$ cat src/rtl/itee_pkg.sv
package itee_pkg;

	// token kinds carried on s_tuser
	localparam logic [2:0] ACT_NUM   = 3'd0;
	localparam logic [2:0] ACT_PLUS  = 3'd1;
	localparam logic [2:0] ACT_MINUS = 3'd2;
	localparam logic [2:0] ACT_TIMES = 3'd3;
	localparam logic [2:0] ACT_DIV   = 3'd4;
	localparam logic [2:0] ACT_MOD   = 3'd5;

	// result status carried on m_tuser
	localparam logic [2:0] ST_OK     = 3'd0;
	localparam logic [2:0] ST_DONE   = 3'd1;
	localparam logic [2:0] ST_SYNTAX = 3'd2;
	localparam logic [2:0] ST_TRAIL  = 3'd3;
	localparam logic [2:0] ST_DIV0   = 3'd4;
	localparam logic [2:0] ST_MOD0   = 3'd5;

	// pending term operator; the unused code acts as multiply
	localparam logic [1:0] OP_MUL = 2'd0;
	localparam logic [1:0] OP_DIV = 2'd1;
	localparam logic [1:0] OP_MOD = 2'd2;

	localparam int ACT_BITS    = 3;
	localparam int STATUS_BITS = 3;
	localparam int ANS_MAX     = 32;

	typedef enum logic [1:0] {
		S_IDLE,
		S_CALC,
		S_WRITE
	} ctl_state_t;

	typedef enum logic [1:0] {
		A_IDLE,
		A_RUN,
		A_FIX
	} alu_state_t;

	// what the write step does with the running state
	typedef enum logic [2:0] {
		PL_CLEAR,
		PL_NUM,
		PL_DONE,
		PL_ADD,
		PL_MULT
	} plan_t;

	typedef struct packed {
		logic       start;
		logic [1:0] op;
	} alu_ctl_t;

	typedef struct packed {
		logic busy;
		logic done;
	} alu_sts_t;

endpackage

$ cat src/rtl/itee_alu.sv
// Shared iterative unit: shift-add multiply and restoring divide on one adder.
module itee_alu #(
	parameter int W = 32
) (
	input  logic               clk,
	input  logic               arst_n,
	input  itee_pkg::alu_ctl_t ctl,
	input  logic [W-1:0]       a,
	input  logic [W-1:0]       b,
	output itee_pkg::alu_sts_t sts,
	output logic [W-1:0]       result
);

	localparam int CNT_W = $clog2(W);

	itee_pkg::alu_state_t state_q;
	logic [CNT_W-1:0]     cnt_q;
	logic [1:0]           op_q;
	logic                 neg_q;
	logic                 done_q;
	logic [W-1:0]         acc_q;
	logic [W-1:0]         opa_q;
	logic [W-1:0]         opb_q;
	logic [W-1:0]         result_q;

	logic                 is_div_op;
	logic [W-1:0]         mag_a;
	logic [W-1:0]         mag_b;
	logic [W-1:0]         rem_sh;
	logic [W-1:0]         fix_sel;
	logic [W-1:0]         add_x;
	logic [W-1:0]         add_y;
	logic                 add_cin;
	logic [W:0]           add_sum;

	assign is_div_op = (op_q == itee_pkg::OP_DIV) || (op_q == itee_pkg::OP_MOD);
	assign mag_a     = a[W-1] ? (~a + {{(W-1){1'b0}}, 1'b1}) : a;
	assign mag_b     = b[W-1] ? (~b + {{(W-1){1'b0}}, 1'b1}) : b;
	assign rem_sh    = {acc_q[W-2:0], opa_q[W-1]};
	assign fix_sel   = (op_q == itee_pkg::OP_DIV) ? opa_q : acc_q;

	// route operands to the single adder
	always_comb begin
		add_x   = acc_q;
		add_y   = '0;
		add_cin = 1'b0;
		unique case (state_q)
			itee_pkg::A_RUN: begin
				if (is_div_op) begin
					add_x   = rem_sh;
					add_y   = ~opb_q;
					add_cin = 1'b1;
				end else begin
					add_x = acc_q;
					add_y = opb_q[0] ? opa_q : '0;
				end
			end
			itee_pkg::A_FIX: begin
				add_x   = '0;
				add_y   = neg_q ? ~fix_sel : fix_sel;
				add_cin = neg_q;
			end
			default: begin
				add_x = acc_q;
			end
		endcase
	end

	assign add_sum = {1'b0, add_x} + {1'b0, add_y} + {{W{1'b0}}, add_cin};

	// sequence control
	always_ff @(posedge clk or negedge arst_n) begin
		if (!arst_n) begin
			state_q <= itee_pkg::A_IDLE;
			cnt_q   <= '0;
			done_q  <= 1'b0;
		end else begin
			done_q <= 1'b0;
			unique case (state_q)
				itee_pkg::A_IDLE: begin
					if (ctl.start) begin
						state_q <= itee_pkg::A_RUN;
						cnt_q   <= CNT_W'(W - 1);
					end
				end
				itee_pkg::A_RUN: begin
					cnt_q <= cnt_q - {{(CNT_W-1){1'b0}}, 1'b1};
					if (cnt_q == '0) begin
						state_q <= itee_pkg::A_FIX;
					end
				end
				itee_pkg::A_FIX: begin
					state_q <= itee_pkg::A_IDLE;
					done_q  <= 1'b1;
				end
				default: begin
					state_q <= itee_pkg::A_IDLE;
				end
			endcase
		end
	end

	// operand and partial result registers
	always_ff @(posedge clk) begin
		if (state_q == itee_pkg::A_IDLE && ctl.start) begin
			op_q  <= ctl.op;
			acc_q <= '0;
			if ((ctl.op == itee_pkg::OP_DIV) || (ctl.op == itee_pkg::OP_MOD)) begin
				opa_q <= mag_a;
				opb_q <= mag_b;
				neg_q <= (ctl.op == itee_pkg::OP_DIV) ? (a[W-1] ^ b[W-1]) : a[W-1];
			end else begin
				opa_q <= a;
				opb_q <= b;
				neg_q <= 1'b0;
			end
		end else if (state_q == itee_pkg::A_RUN) begin
			if (is_div_op) begin
				// keep difference when no borrow, shift quotient bit in
				acc_q <= add_sum[W] ? add_sum[W-1:0] : rem_sh;
				opa_q <= {opa_q[W-2:0], add_sum[W]};
			end else begin
				acc_q <= add_sum[W-1:0];
				opa_q <= {opa_q[W-2:0], 1'b0};
				opb_q <= {1'b0, opb_q[W-1:1]};
			end
		end else if (state_q == itee_pkg::A_FIX) begin
			result_q <= add_sum[W-1:0];
		end
	end

	assign sts.busy = (state_q != itee_pkg::A_IDLE);
	assign sts.done = done_q;
	assign result   = result_q;

	a_start_idle: assert property (@(posedge clk) disable iff (!arst_n)
		ctl.start |-> state_q == itee_pkg::A_IDLE)
		else $error("unit started while busy");

	a_run_to_fix: assert property (@(posedge clk) disable iff (!arst_n)
		(state_q == itee_pkg::A_RUN && cnt_q == '0) |=> state_q == itee_pkg::A_FIX)
		else $error("iteration count overran");

	a_done_pulse: assert property (@(posedge clk) disable iff (!arst_n)
		done_q |=> !done_q)
		else $error("done held longer than one cycle");

	a_rem_bound: assert property (@(posedge clk) disable iff (!arst_n)
		(state_q == itee_pkg::A_RUN && is_div_op) |-> acc_q < opb_q)
		else $error("partial remainder reached divisor");

endmodule

$ cat src/rtl/infix_token_expression_evaluator_top.sv
// channel  dir  tdata                 tuser           tlast
// s_*      in   token_value           action          last_token
// m_*      out  answer (low 32 bits)  status          -
//
// A number token that is not the last one skips the unit and goes straight to its write step.
// A number with last set, or a well-formed operator, runs the shared
// multiply/divide unit for DATA_BITS iterations before its write step.
// Error tokens and trailing operators also skip the unit and go straight to the write step.
// arst_n clears the running expression state and empties the output register.
// A new word is accepted while a result waits on m_*; that word stalls only
// at its write step until the output register frees.
module infix_token_expression_evaluator_top #(
	parameter int DATA_BITS = 32
) (
	input  logic                                  clk,
	input  logic                                  arst_n,
	input  logic                                  s_tvalid,
	output logic                                  s_tready,
	// [DATA_BITS-1:0] token_value
	input  logic [((DATA_BITS+7)/8)*8-1:0]        s_tdata,
	// [2:0] action
	input  logic [itee_pkg::ACT_BITS-1:0]         s_tuser,
	input  logic                                  s_tlast,
	output logic                                  m_tvalid,
	input  logic                                  m_tready,
	// [ANS_BITS-1:0] answer, rest zero
	output logic [((DATA_BITS+7)/8)*8-1:0]        m_tdata,
	// [2:0] status
	output logic [itee_pkg::STATUS_BITS-1:0]      m_tuser
);

	localparam int TDW      = ((DATA_BITS + 7) / 8) * 8;
	localparam int ANS_BITS = (DATA_BITS < itee_pkg::ANS_MAX) ? DATA_BITS : itee_pkg::ANS_MAX;

	itee_pkg::ctl_state_t state_q;
	itee_pkg::ctl_state_t state_d;
	itee_pkg::plan_t      plan_q;
	itee_pkg::plan_t      plan_d;
	logic [2:0]           status_q;
	logic [2:0]           status_d;
	logic [2:0]           act_q;
	logic [DATA_BITS-1:0] val_q;

	// running expression state
	logic [DATA_BITS-1:0] sum_q;
	logic                 sum_neg_q;
	logic [DATA_BITS-1:0] term_q;
	logic [1:0]           term_op_q;
	logic [DATA_BITS-1:0] held_q;
	logic                 prev_op_q;

	logic                 out_vld_q;
	logic [2:0]           out_status_q;
	logic [ANS_BITS-1:0]  out_ans_q;

	logic                 accept;
	logic                 write_en;
	logic [2:0]           act;
	logic [DATA_BITS-1:0] val;
	logic                 is_num;
	logic                 is_op;
	logic                 term_is_div;
	logic                 zero_div;
	logic [2:0]           div0_status;
	logic [DATA_BITS-1:0] total;

	itee_pkg::alu_ctl_t   alu_ctl;
	itee_pkg::alu_sts_t   alu_sts;
	logic [DATA_BITS-1:0] alu_res;

	assign act    = s_tuser;
	assign val    = s_tdata[DATA_BITS-1:0];
	assign accept = s_tvalid && s_tready;
	assign is_num = (act == itee_pkg::ACT_NUM);
	assign is_op  = (act == itee_pkg::ACT_PLUS) || (act == itee_pkg::ACT_MINUS) ||
	                (act == itee_pkg::ACT_TIMES) || (act == itee_pkg::ACT_DIV) ||
	                (act == itee_pkg::ACT_MOD);

	// divisor check for the pending term
	assign term_is_div = (term_op_q == itee_pkg::OP_DIV) || (term_op_q == itee_pkg::OP_MOD);
	assign zero_div    = term_is_div && ((is_num ? val : held_q) == '0);
	assign div0_status = (term_op_q == itee_pkg::OP_DIV) ? itee_pkg::ST_DIV0 : itee_pkg::ST_MOD0;

	assign write_en = (state_q == itee_pkg::S_WRITE) && (!out_vld_q || m_tready);
	assign total    = sum_neg_q ? (sum_q - alu_res) : (sum_q + alu_res);

	// sequencer: decode token, run unit, write result
	always_comb begin
		state_d      = state_q;
		plan_d       = plan_q;
		status_d     = status_q;
		alu_ctl.start = 1'b0;
		alu_ctl.op    = term_is_div ? term_op_q : itee_pkg::OP_MUL;
		s_tready     = 1'b0;
		unique case (state_q)
			itee_pkg::S_IDLE: begin
				s_tready = 1'b1;
				if (s_tvalid) begin
					state_d  = itee_pkg::S_WRITE;
					plan_d   = itee_pkg::PL_CLEAR;
					status_d = itee_pkg::ST_SYNTAX;
					if (is_num) begin
						if (!prev_op_q) begin
							status_d = itee_pkg::ST_SYNTAX;
						end else if (!s_tlast) begin
							plan_d   = itee_pkg::PL_NUM;
							status_d = itee_pkg::ST_OK;
						end else if (zero_div) begin
							status_d = div0_status;
						end else begin
							plan_d        = itee_pkg::PL_DONE;
							status_d      = itee_pkg::ST_DONE;
							alu_ctl.start = 1'b1;
							state_d       = itee_pkg::S_CALC;
						end
					end else if (is_op) begin
						if (zero_div) begin
							status_d = div0_status;
						end else if (prev_op_q) begin
							status_d = itee_pkg::ST_SYNTAX;
						end else if (s_tlast) begin
							status_d = itee_pkg::ST_TRAIL;
						end else begin
							plan_d = ((act == itee_pkg::ACT_PLUS) || (act == itee_pkg::ACT_MINUS)) ?
							         itee_pkg::PL_ADD : itee_pkg::PL_MULT;
							status_d      = itee_pkg::ST_OK;
							alu_ctl.start = 1'b1;
							state_d       = itee_pkg::S_CALC;
						end
					end
				end
			end
			itee_pkg::S_CALC: begin
				if (alu_sts.done) begin
					state_d = itee_pkg::S_WRITE;
				end
			end
			itee_pkg::S_WRITE: begin
				if (write_en) begin
					state_d = itee_pkg::S_IDLE;
				end
			end
			default: begin
				state_d = itee_pkg::S_IDLE;
			end
		endcase
	end

	always_ff @(posedge clk or negedge arst_n) begin
		if (!arst_n) begin
			state_q <= itee_pkg::S_IDLE;
		end else begin
			state_q <= state_d;
		end
	end

	// hold the decoded word
	always_ff @(posedge clk) begin
		plan_q   <= plan_d;
		status_q <= status_d;
		if (accept) begin
			act_q <= act;
			val_q <= val;
		end
	end

	// update expression state at the write step
	always_ff @(posedge clk or negedge arst_n) begin
		if (!arst_n) begin
			sum_q     <= '0;
			sum_neg_q <= 1'b0;
			term_q    <= {{(DATA_BITS-1){1'b0}}, 1'b1};
			term_op_q <= itee_pkg::OP_MUL;
			held_q    <= '0;
			prev_op_q <= 1'b1;
		end else if (write_en) begin
			unique case (plan_q)
				itee_pkg::PL_NUM: begin
					held_q    <= val_q;
					prev_op_q <= 1'b0;
				end
				itee_pkg::PL_ADD: begin
					sum_q     <= total;
					sum_neg_q <= (act_q == itee_pkg::ACT_MINUS);
					term_q    <= {{(DATA_BITS-1){1'b0}}, 1'b1};
					term_op_q <= itee_pkg::OP_MUL;
					prev_op_q <= 1'b1;
				end
				itee_pkg::PL_MULT: begin
					term_q    <= alu_res;
					term_op_q <= (act_q == itee_pkg::ACT_TIMES) ? itee_pkg::OP_MUL :
					             (act_q == itee_pkg::ACT_DIV) ? itee_pkg::OP_DIV : itee_pkg::OP_MOD;
					prev_op_q <= 1'b1;
				end
				default: begin
					// completion and every error drop the expression
					sum_q     <= '0;
					sum_neg_q <= 1'b0;
					term_q    <= {{(DATA_BITS-1){1'b0}}, 1'b1};
					term_op_q <= itee_pkg::OP_MUL;
					held_q    <= '0;
					prev_op_q <= 1'b1;
				end
			endcase
		end
	end

	// output register
	always_ff @(posedge clk or negedge arst_n) begin
		if (!arst_n) begin
			out_vld_q <= 1'b0;
		end else if (write_en) begin
			out_vld_q <= 1'b1;
		end else if (m_tready) begin
			out_vld_q <= 1'b0;
		end
	end

	always_ff @(posedge clk) begin
		if (write_en) begin
			out_status_q <= status_q;
			out_ans_q    <= (plan_q == itee_pkg::PL_DONE) ? total[ANS_BITS-1:0] : '0;
		end
	end

	assign m_tvalid = out_vld_q;
	assign m_tuser  = out_status_q;
	assign m_tdata  = TDW'(out_ans_q);

	itee_alu #(
		.W(DATA_BITS)
	) u_alu (
		.clk    (clk),
		.arst_n (arst_n),
		.ctl    (alu_ctl),
		.a      (term_q),
		.b      (is_num ? val : held_q),
		.sts    (alu_sts),
		.result (alu_res)
	);

	a_accept_leaves_idle: assert property (@(posedge clk) disable iff (!arst_n)
		accept |=> state_q != itee_pkg::S_IDLE)
		else $error("accepted word did not start a step");

	a_calc_has_unit: assert property (@(posedge clk) disable iff (!arst_n)
		state_q == itee_pkg::S_CALC |-> alu_sts.busy || alu_sts.done)
		else $error("waiting on an idle unit");

	a_out_hold: assert property (@(posedge clk) disable iff (!arst_n)
		(out_vld_q && !m_tready) |=> out_vld_q && $stable(out_status_q) && $stable(out_ans_q))
		else $error("pending result overwritten");

endmodule

$ cat config.mk
export PLATFORM = sky130hd
export DESIGN_NAME = infix_token_expression_evaluator_top
export DESIGN_NICKNAME = d
export VERILOG_FILES = /design/src/rtl/itee_pkg.sv /design/src/rtl/itee_alu.sv /design/src/rtl/infix_token_expression_evaluator_top.sv
export SDC_FILE = /design/constraint.sdc
export NUM_CORES = 1
export LEC_CHECK = 0
export BUFFER_PORTS_ARGS = -buffer_cell sky130_fd_sc_hd__buf_2
export CAP_MARGIN = 15
export CORE_MARGIN = 10
export CORE_UTILIZATION = 33
export DETAILED_ROUTE_END_ITERATION = 12
export SLEW_MARGIN = 20
export SYNTH_ARGS = -nofsm -noshare
export SYNTH_HDL_FRONTEND = slang
export SYNTH_SLANG_ARGS = --single-unit
$ cat constraint.sdc
create_clock -name clk -period 6 [get_ports clk]
set_clock_uncertainty 0.15 [all_clocks]
set_input_delay 1.2 -clock clk [delete_from_list [all_inputs] [get_ports clk]]
set_output_delay 1.2 -clock clk [all_outputs]
set_load 0.01 [all_outputs]
==> results of run 1 <==
==> synthesized netlist by cell type (30+ instances only) <==
cell / count / area (µm²)
inv_1: 42 / 158
o21ai_0: 167 / 836
a221oi_1: 35 / 307
edfxtp_1: 175 / 5260
xnor2_1: 118 / 1030
dfrtp_1: 109 / 2730
a31oi_1: 30 / 188
nand3_1: 50 / 250
xor2_1: 48 / 420
nor2b_1: 50 / 313
mux2i_1: 93 / 931
nor2_1: 140 / 526
nor3_1: 51 / 255
a21oi_1: 144 / 721
a21o_1: 39 / 293
nand2_1: 350 / 1310
ha_1: 75 / 938
dfxtp_1: 32 / 641
clkbuf_1: 104 / 390
==> power groups by stage <==
stage | logic (mW) | registers, mW | clock network (mW)
after global routing | 7.40 | 4.23 | 2.59
after global placement | 6.49 | 4.13 | 0
after detailed placement | 6.60 | 4.14 | 0
after CTS | 6.63 | 4.11 | 2.51
final | 6.67 | 4.13 | 2.45
after floorplan | 4.89 | 3.88 | 0
==> worst paths after layout <==
| path | from | end | slack, ns | cells past startpoint |
|---|---|---|---|---|
| max | u_alu.state_q[0] | u_alu.acc_q[8] | 0.70 | 17 |
| min | status_q[2] | m_tuser[2] | 0.27 | 0 |
| max reg2reg | u_alu.state_q[0] | u_alu.acc_q[8] | 0.70 | 17 |
| min reg2reg | status_q[2] | m_tuser[2] | 0.27 | 0 |
| max in group asynchronous | arst_n | held_q[16] | 3.85 | 2 |
| min in group asynchronous | arst_n | sum_q[1] | 0.64 | 1 |
==> registers in the layout (all words and copies together), names as in the netlist, 3 cells and up <==
register	count
held_q	32
m_tdata	32
sum_q	32
term_q	32
u_alu.acc_q	32
u_alu.opa_q	32
u_alu.opb_q	32
u_alu.result	32
val_q	32
u_alu.cnt_q	5
act_q	3
m_tuser	3
plan_q	3
status_q	3
==> worst max-delay path, cell delays in order, from the launching register on <==
cell      delay, ns
dfrtp_1        0.37
inv_1          0.09
ha_1           0.64
nor2b_2        0.32
buf_4          0.19
nand2_1        0.08
a21oi_1        0.09
fa_1           0.47
fa_1           0.45
a211oi_1       0.44
o211ai_1       0.26
nand3_1        0.18
a31oi_1        0.18
o21ai_0        0.57
o21a_1         0.22
buf_4          0.23
nor3b_1        0.08
a211oi_1       0.19
==> layer usage <==
layer	vias up	GRT usage, %	share of wire [%]
met5	-	0	0
met4	0	3.79	1.8
met3	76	1.96	5.4
met2	469	25.1	45
met1	8113	22.7	48
li1	8111	-	-
==> cell families after synthesis <==
group | after synthesis
AO/OA/AOI/OAI | 575
AND/OR/NAND/NOR | 818
adder cells (fa/ha/maj) | 78
multiplexers | 97
XOR/XNOR | 166
flip-flops | 318
buffers and inverters | 169
==> final cells by class <==
cell class | count | area (µm²) | share of cell area [%]
multi-input cells | 1734 | 10900 | 48.0
flip-flops and latches | 318 | 8680 | 38.1
repair buffers | 117 | 716 | 3.14
clock buffers | 56 | 1090 | 4.79
inverters | 43 | 161 | 0.709
well taps | 782 | 978 | 4.30
clock inverters | 14 | 218 | 0.956
==> stage by stage <==
step | worst slack [ns] | util [%]
2_1_floorplan | 0.787 | -
3_5_place_dp | 0.711 | 35.4
6_report | 0.697 | 37.6
3_3_place_gp | 0.856 | 35.4
4_1_cts | 0.671 | 37.6
5_1_grt | 0.299 | 37.6
==> results_dict.tcl, run 1 <==
set metrics [dict create \
    status "finished clean" \
    placed_area_um2 21500 \
    power_density_nw_per_um2 582 \
    crit_required_ns 6.32 \
    path_max_fanout 36 \
    synth-compound-area-share_pct 17.8 \
    clk_path_buf_depth 3 \
    netlist_instances 2221 \
    cts_resized 0 \
    drcViolationCount 0 \
    synth_top_family_by_area "simple AND/OR/NAND/NOR gates" \
    cap_violations 0 \
    hpwl_um 43600 \
    dpl.cell_count 2994 \
    clkSinkCount 318 \
    routed_wl_um 58400 \
    cp-start-kind "register" \
    p_leak_nw 9.16 \
    finalInstanceArea_um2 22800 \
    start_util_pct 33.4 \
    firstDrtPassIters 6 \
    gp_congestion 0.902 \
    grt_pass1_wl_um 91400 \
    synthXorXnorAreaFrac_pct 7.18 \
    diodes 0 \
    area_growth_pct 12.4 \
    grt_pass1_vias 15900 \
    fin_crit_ns 5.30 \
    crit_path_end_kind "register" \
    die_h_um 268 \
    setup_tns_ns 0 \
    cts_root_buf "clkbuf_16" \
    cp.arrival_ns 5.62 \
    finalSetupViolations 0 \
    syn_nets 2339 \
    tightest_slew_ns 1.05 \
    intPower_mw 7.33 \
    critPathKind "register to register" \
    core-area_um2 60600 \
    path_clk_slew_ns 0.06 \
    drt_iter0_drc 1457 \
    instances_no_fill 3064 \
    fmax_ghz 0.189 \
    pwr-share-seq_pct 31.2 \
    netlist_area_um2 20200 \
    yosys.area_share.adder_pct 4.93 \
    nFillCells 6009 \
    synth_cell_type_count 78 \
    cts-buffers-inserted 38 \
    hold_class "register to register" \
    ys_seq_elements 318 \
    grt.overflow.total 0 \
    switchingPower_mw 5.93 \
    swShare_pct 44.7 \
    min_period_over_period_pct 88.4 \
    ctsHoldBuffers 0 \
    fp.dieW_um 268 \
    port_buffers 76 \
    synth-simple-area-share_pct 19.0 \
    antenna_found_initial 1 \
    rows 90 \
    final_max_slew_viol_count 0 \
    relSlewSlack_pct 30.0 \
    synth-edff-count 175 \
    pin_count 77 \
    viasPerCell 5.47 \
    yosysWarningCount 0 \
    htreeDepth 2 \
    cts_setup_buffers 0 \
    synth.area.mux_share_pct 4.82 \
    routedWlPerCell_um 19.1 \
    clkPwrFrac_pct 18.5 \
    dieArea_um2 71700 \
    synth_seq_area_share_pct 42.8 \
    synth-main-ff-cell "edfxtp_1" \
    grt_max_degree 80 \
    final_nets 2370 \
    layout_commonest_cell "nand2_1" \
    via_count 16800 \
    worst_hold_slack_ns 0.268 \
    power.total_mw 13.3 \
    async_flop_share_pct 34.9 \
    avgSynthCellArea_um2 9.12 \
    cts_tree "done" \
    final_cell_mix "nand2_1, edfxtp_1, o21ai_0, a21oi_1, nor2_1" \
    clk_latency_ns 0.57 \
    power_frac_comb_pct 50.3 \
    rsz0062_at_grt "no" \
    hold_viol 0 \
    layout-drive-gt1-share_pct 9.16 \
    ant_nets 0 \
    irDropWorstVdd_mv 0.273 \
    grt_usage_pct 15.9 \
]
Power figures use the tool's default switching activity.
==> inputs of run 2 (changes only) <==
--- a/config.mk
+++ b/config.mk
@@ -13,4 +13,5 @@
 export SLEW_MARGIN = 20
 export SYNTH_ARGS = -nofsm -noshare
 export SYNTH_HDL_FRONTEND = slang
+export SYNTH_HIERARCHICAL = 1
 export SYNTH_SLANG_ARGS = --single-unit
==> run 2 against run 1 <==
Compared with the run above: sequential power about the same; final cell count down 2.5%; largest cell class unchanged; flip-flop and latch count unchanged; largest power group unchanged; utilization about the same.
==> results_dict.tcl, run 2 <==
set metrics [dict create \
    synth_seq_area_share_pct 43.9 \
    grt_usage_pct 15.6 \
    dr_wl_met3_um 3360 \
    viasPerCell 5.45 \
    clk_path_buf_depth 3 \
    post-route-util_pct 37.6 \
    rr_endpoint "u_alu/acc_q[22]" \
    power.total_mw 12.9 \
    synthTopCellsByArea "edfxtp_1, dfrtp_1, nand2_1" \
    rows 89 \
    via_count 16300 \
    worstHoldStart "status_q[0]" \
    final_max_slew_viol_count 0 \
    min_period_over_period_pct 86.8 \
    diodes 0 \
    antenna_found_initial 3 \
    met2_length_um 26300 \
    highest_layer "met5" \
    start_util_pct 33.4 \
    fp.dieW_um 265 \
    grt_max_degree 65 \
    clkSinkCount 318 \
    area_growth_pct 12.4 \
    hold_viol 0 \
    yosysMostFrequentCell "nand2_1" \
    crit_required_ns 6.29 \
    fmax_ghz 0.192 \
    cts_resized 0 \
    cap_violations 0 \
    hold_depth 0 \
    pre_cts_slack_ns 0.721 \
    netlist_area_um2 19800 \
    hpwl_um 41700 \
    finalSetupViolations 0 \
    cts_tree "done" \
    dieArea_um2 70100 \
    ff2ff_setup_slack_ns 0.79 \
    drcViolationCount 0 \
    setup_tns_ns 0 \
    avgSynthCellArea_um2 9.21 \
    power_density_nw_per_um2 583 \
    rr_worst_depth 19 \
    final_nets 2302 \
    finalInstanceArea_um2 22200 \
    routedWlPerCell_um 18.9 \
    grt.overflow.total 0 \
    status "finished clean" \
    ant_nets 0 \
    irDropWorstVdd_mv 0.182 \
    clk_latency_ns 0.57 \
    synth-main-ff-cell "edfxtp_1" \
    async_flop_share_pct 34.9 \
    drt_iter0_drc 1416 \
    hold_class "register to register" \
    instances_no_fill 2988 \
    cts-buffers-inserted 39 \
    cp-start-kind "register" \
    pin_count 77 \
    drt-met1-wl_um 24900 \
    tightest_slew_ns 1.12 \
    ctsHoldBuffers 0 \
    p_leak_nw 8.95 \
    die_h_um 265 \
    htreeDepth 2 \
    syn_nets 2264 \
    crit_path_end_kind "register" \
    placed_area_um2 21000 \
    final_cell_mix "nand2_1, o21ai_0, edfxtp_1, a21oi_1, nor2_1" \
    synthTopCellsByCount "nand2_1, o21ai_0, edfxtp_1" \
    rsz0062_at_grt "no" \
    synth_cell_type_count 92 \
    netlist_instances 2146 \
    cts_setup_buffers 0 \
    min_to "m_tuser[0]" \
    firstDrtPassIters 5 \
    r2r_start "u_alu/state_q[1]" \
    synth_top_area_share_pct 26.6 \
    gp_congestion 0.933 \
    nFillCells 5857 \
    grt_pass1_wl_um 89000 \
    layout_commonest_cell "nand2_1" \
    relSlewSlack_pct 25.3 \
    layout-drive-gt1-share_pct 11.4 \
    synth-edff-count 175 \
    yosysWarningCount 6 \
    routed_wl_um 56500 \
    path_clk_slew_ns 0.06 \
    worst_hold_slack_ns 0.270 \
    dpl.cell_count 2916 \
    path_max_fanout 25 \
    port_buffers 76 \
    cts_root_buf "clkbuf_16" \
    setup_slack_ns 0.794 \
    cp.arrival_ns 5.50 \
    critPathKind "register to register" \
    synth_largest_area_cell "edfxtp_1" \
    core-area_um2 59100 \
    ys_seq_elements 318 \
    fin_crit_ns 5.21 \
    grt_pass1_vias 15800 \
]
## run 2: cell count changes in the layout (fill, tap and decap cells not counted), sizes merged, moves of 15 or more
cell,previous run,this run
and2,29,8
o21ai,187,205
a22o,19,2
mux2,4,34
mux2i,93,63
a21oi,144,159
## run 2: kinds of logic (layout without fill, tap and decap cells)
logic type	count (synthesis)	in the layout	synth area share, %
AOI/OAI and AO/OA	551	551	17.1
xor gates and xnor gates	177	177	7.88
adders and majority gates	78	78	5.05
buffers and inverters	162	231	3.30
DFF	318	318	43.9
muxes	97	97	5.13
and+or+nand+nor	763	763	17.7
## run 2: layout make-up
class	instances	area (µm²)	area share, %
flip-flops and latches	318	8680	39.1
repair buffers	113	661	2.97
clock buffers	56	1080	4.86
multi-input cells	1666	10500	47.2
inverters	46	173	0.777
well taps	773	967	4.35
clock inverters	16	169	0.760
## run 2: how the worst max path moves through the flow
| stage | endpoint | slack (ns) | from |
|---|---|---|---|
| detailed placement | u_alu/opa_q[0] | 0.72 | s_tuser[1] |
| global placement | u_alu/opb_q[27] | 0.81 | s_tuser[1] |
| floorplan | u_alu/opb_q[30] | 1.03 | s_tuser[1] |
| global route | u_alu/acc_q[22] | 0.46 | u_alu/state_q[1] |
| CTS | u_alu/acc_q[22] | 0.87 | u_alu/state_q[1] |
| finish | u_alu/acc_q[22] | 0.79 | u_alu/state_q[1] |
## run 2: worst max-delay path, stage by stage (launching register included)
cell and delay, ns:
dfrtp_1 0.42, inv_1 0.10, ha_2 0.41, nand2b_1 0.42, nor2_1 0.20, a221oi_1 0.07
nor2b_1 0.17, fa_1 0.22, inv_1 0.06, fa_1 0.39, nand2b_1 0.18, a21oi_1 0.26
o211ai_1 0.20, a311oi_2 0.46, o21ai_2 0.15, a311oi_2 0.35, nor3_2 0.08, buf_4 0.28
and4_4 0.25, a311o_1 0.26
## run 2: where the power goes
part	total [mW]	internal (mW)	switching, mW
clock network	2.31	1.35	0.962
registers	4.10	3.34	0.758
logic	6.53	2.40	4.14
## run 2: routing by layer
layer  up-vias  global-route usage (%)
met5         -                       0
met4         4                    6.18
met3       117                    2.67
met2       467                    25.5
met1      7914                    20.3
li1       7773                       -
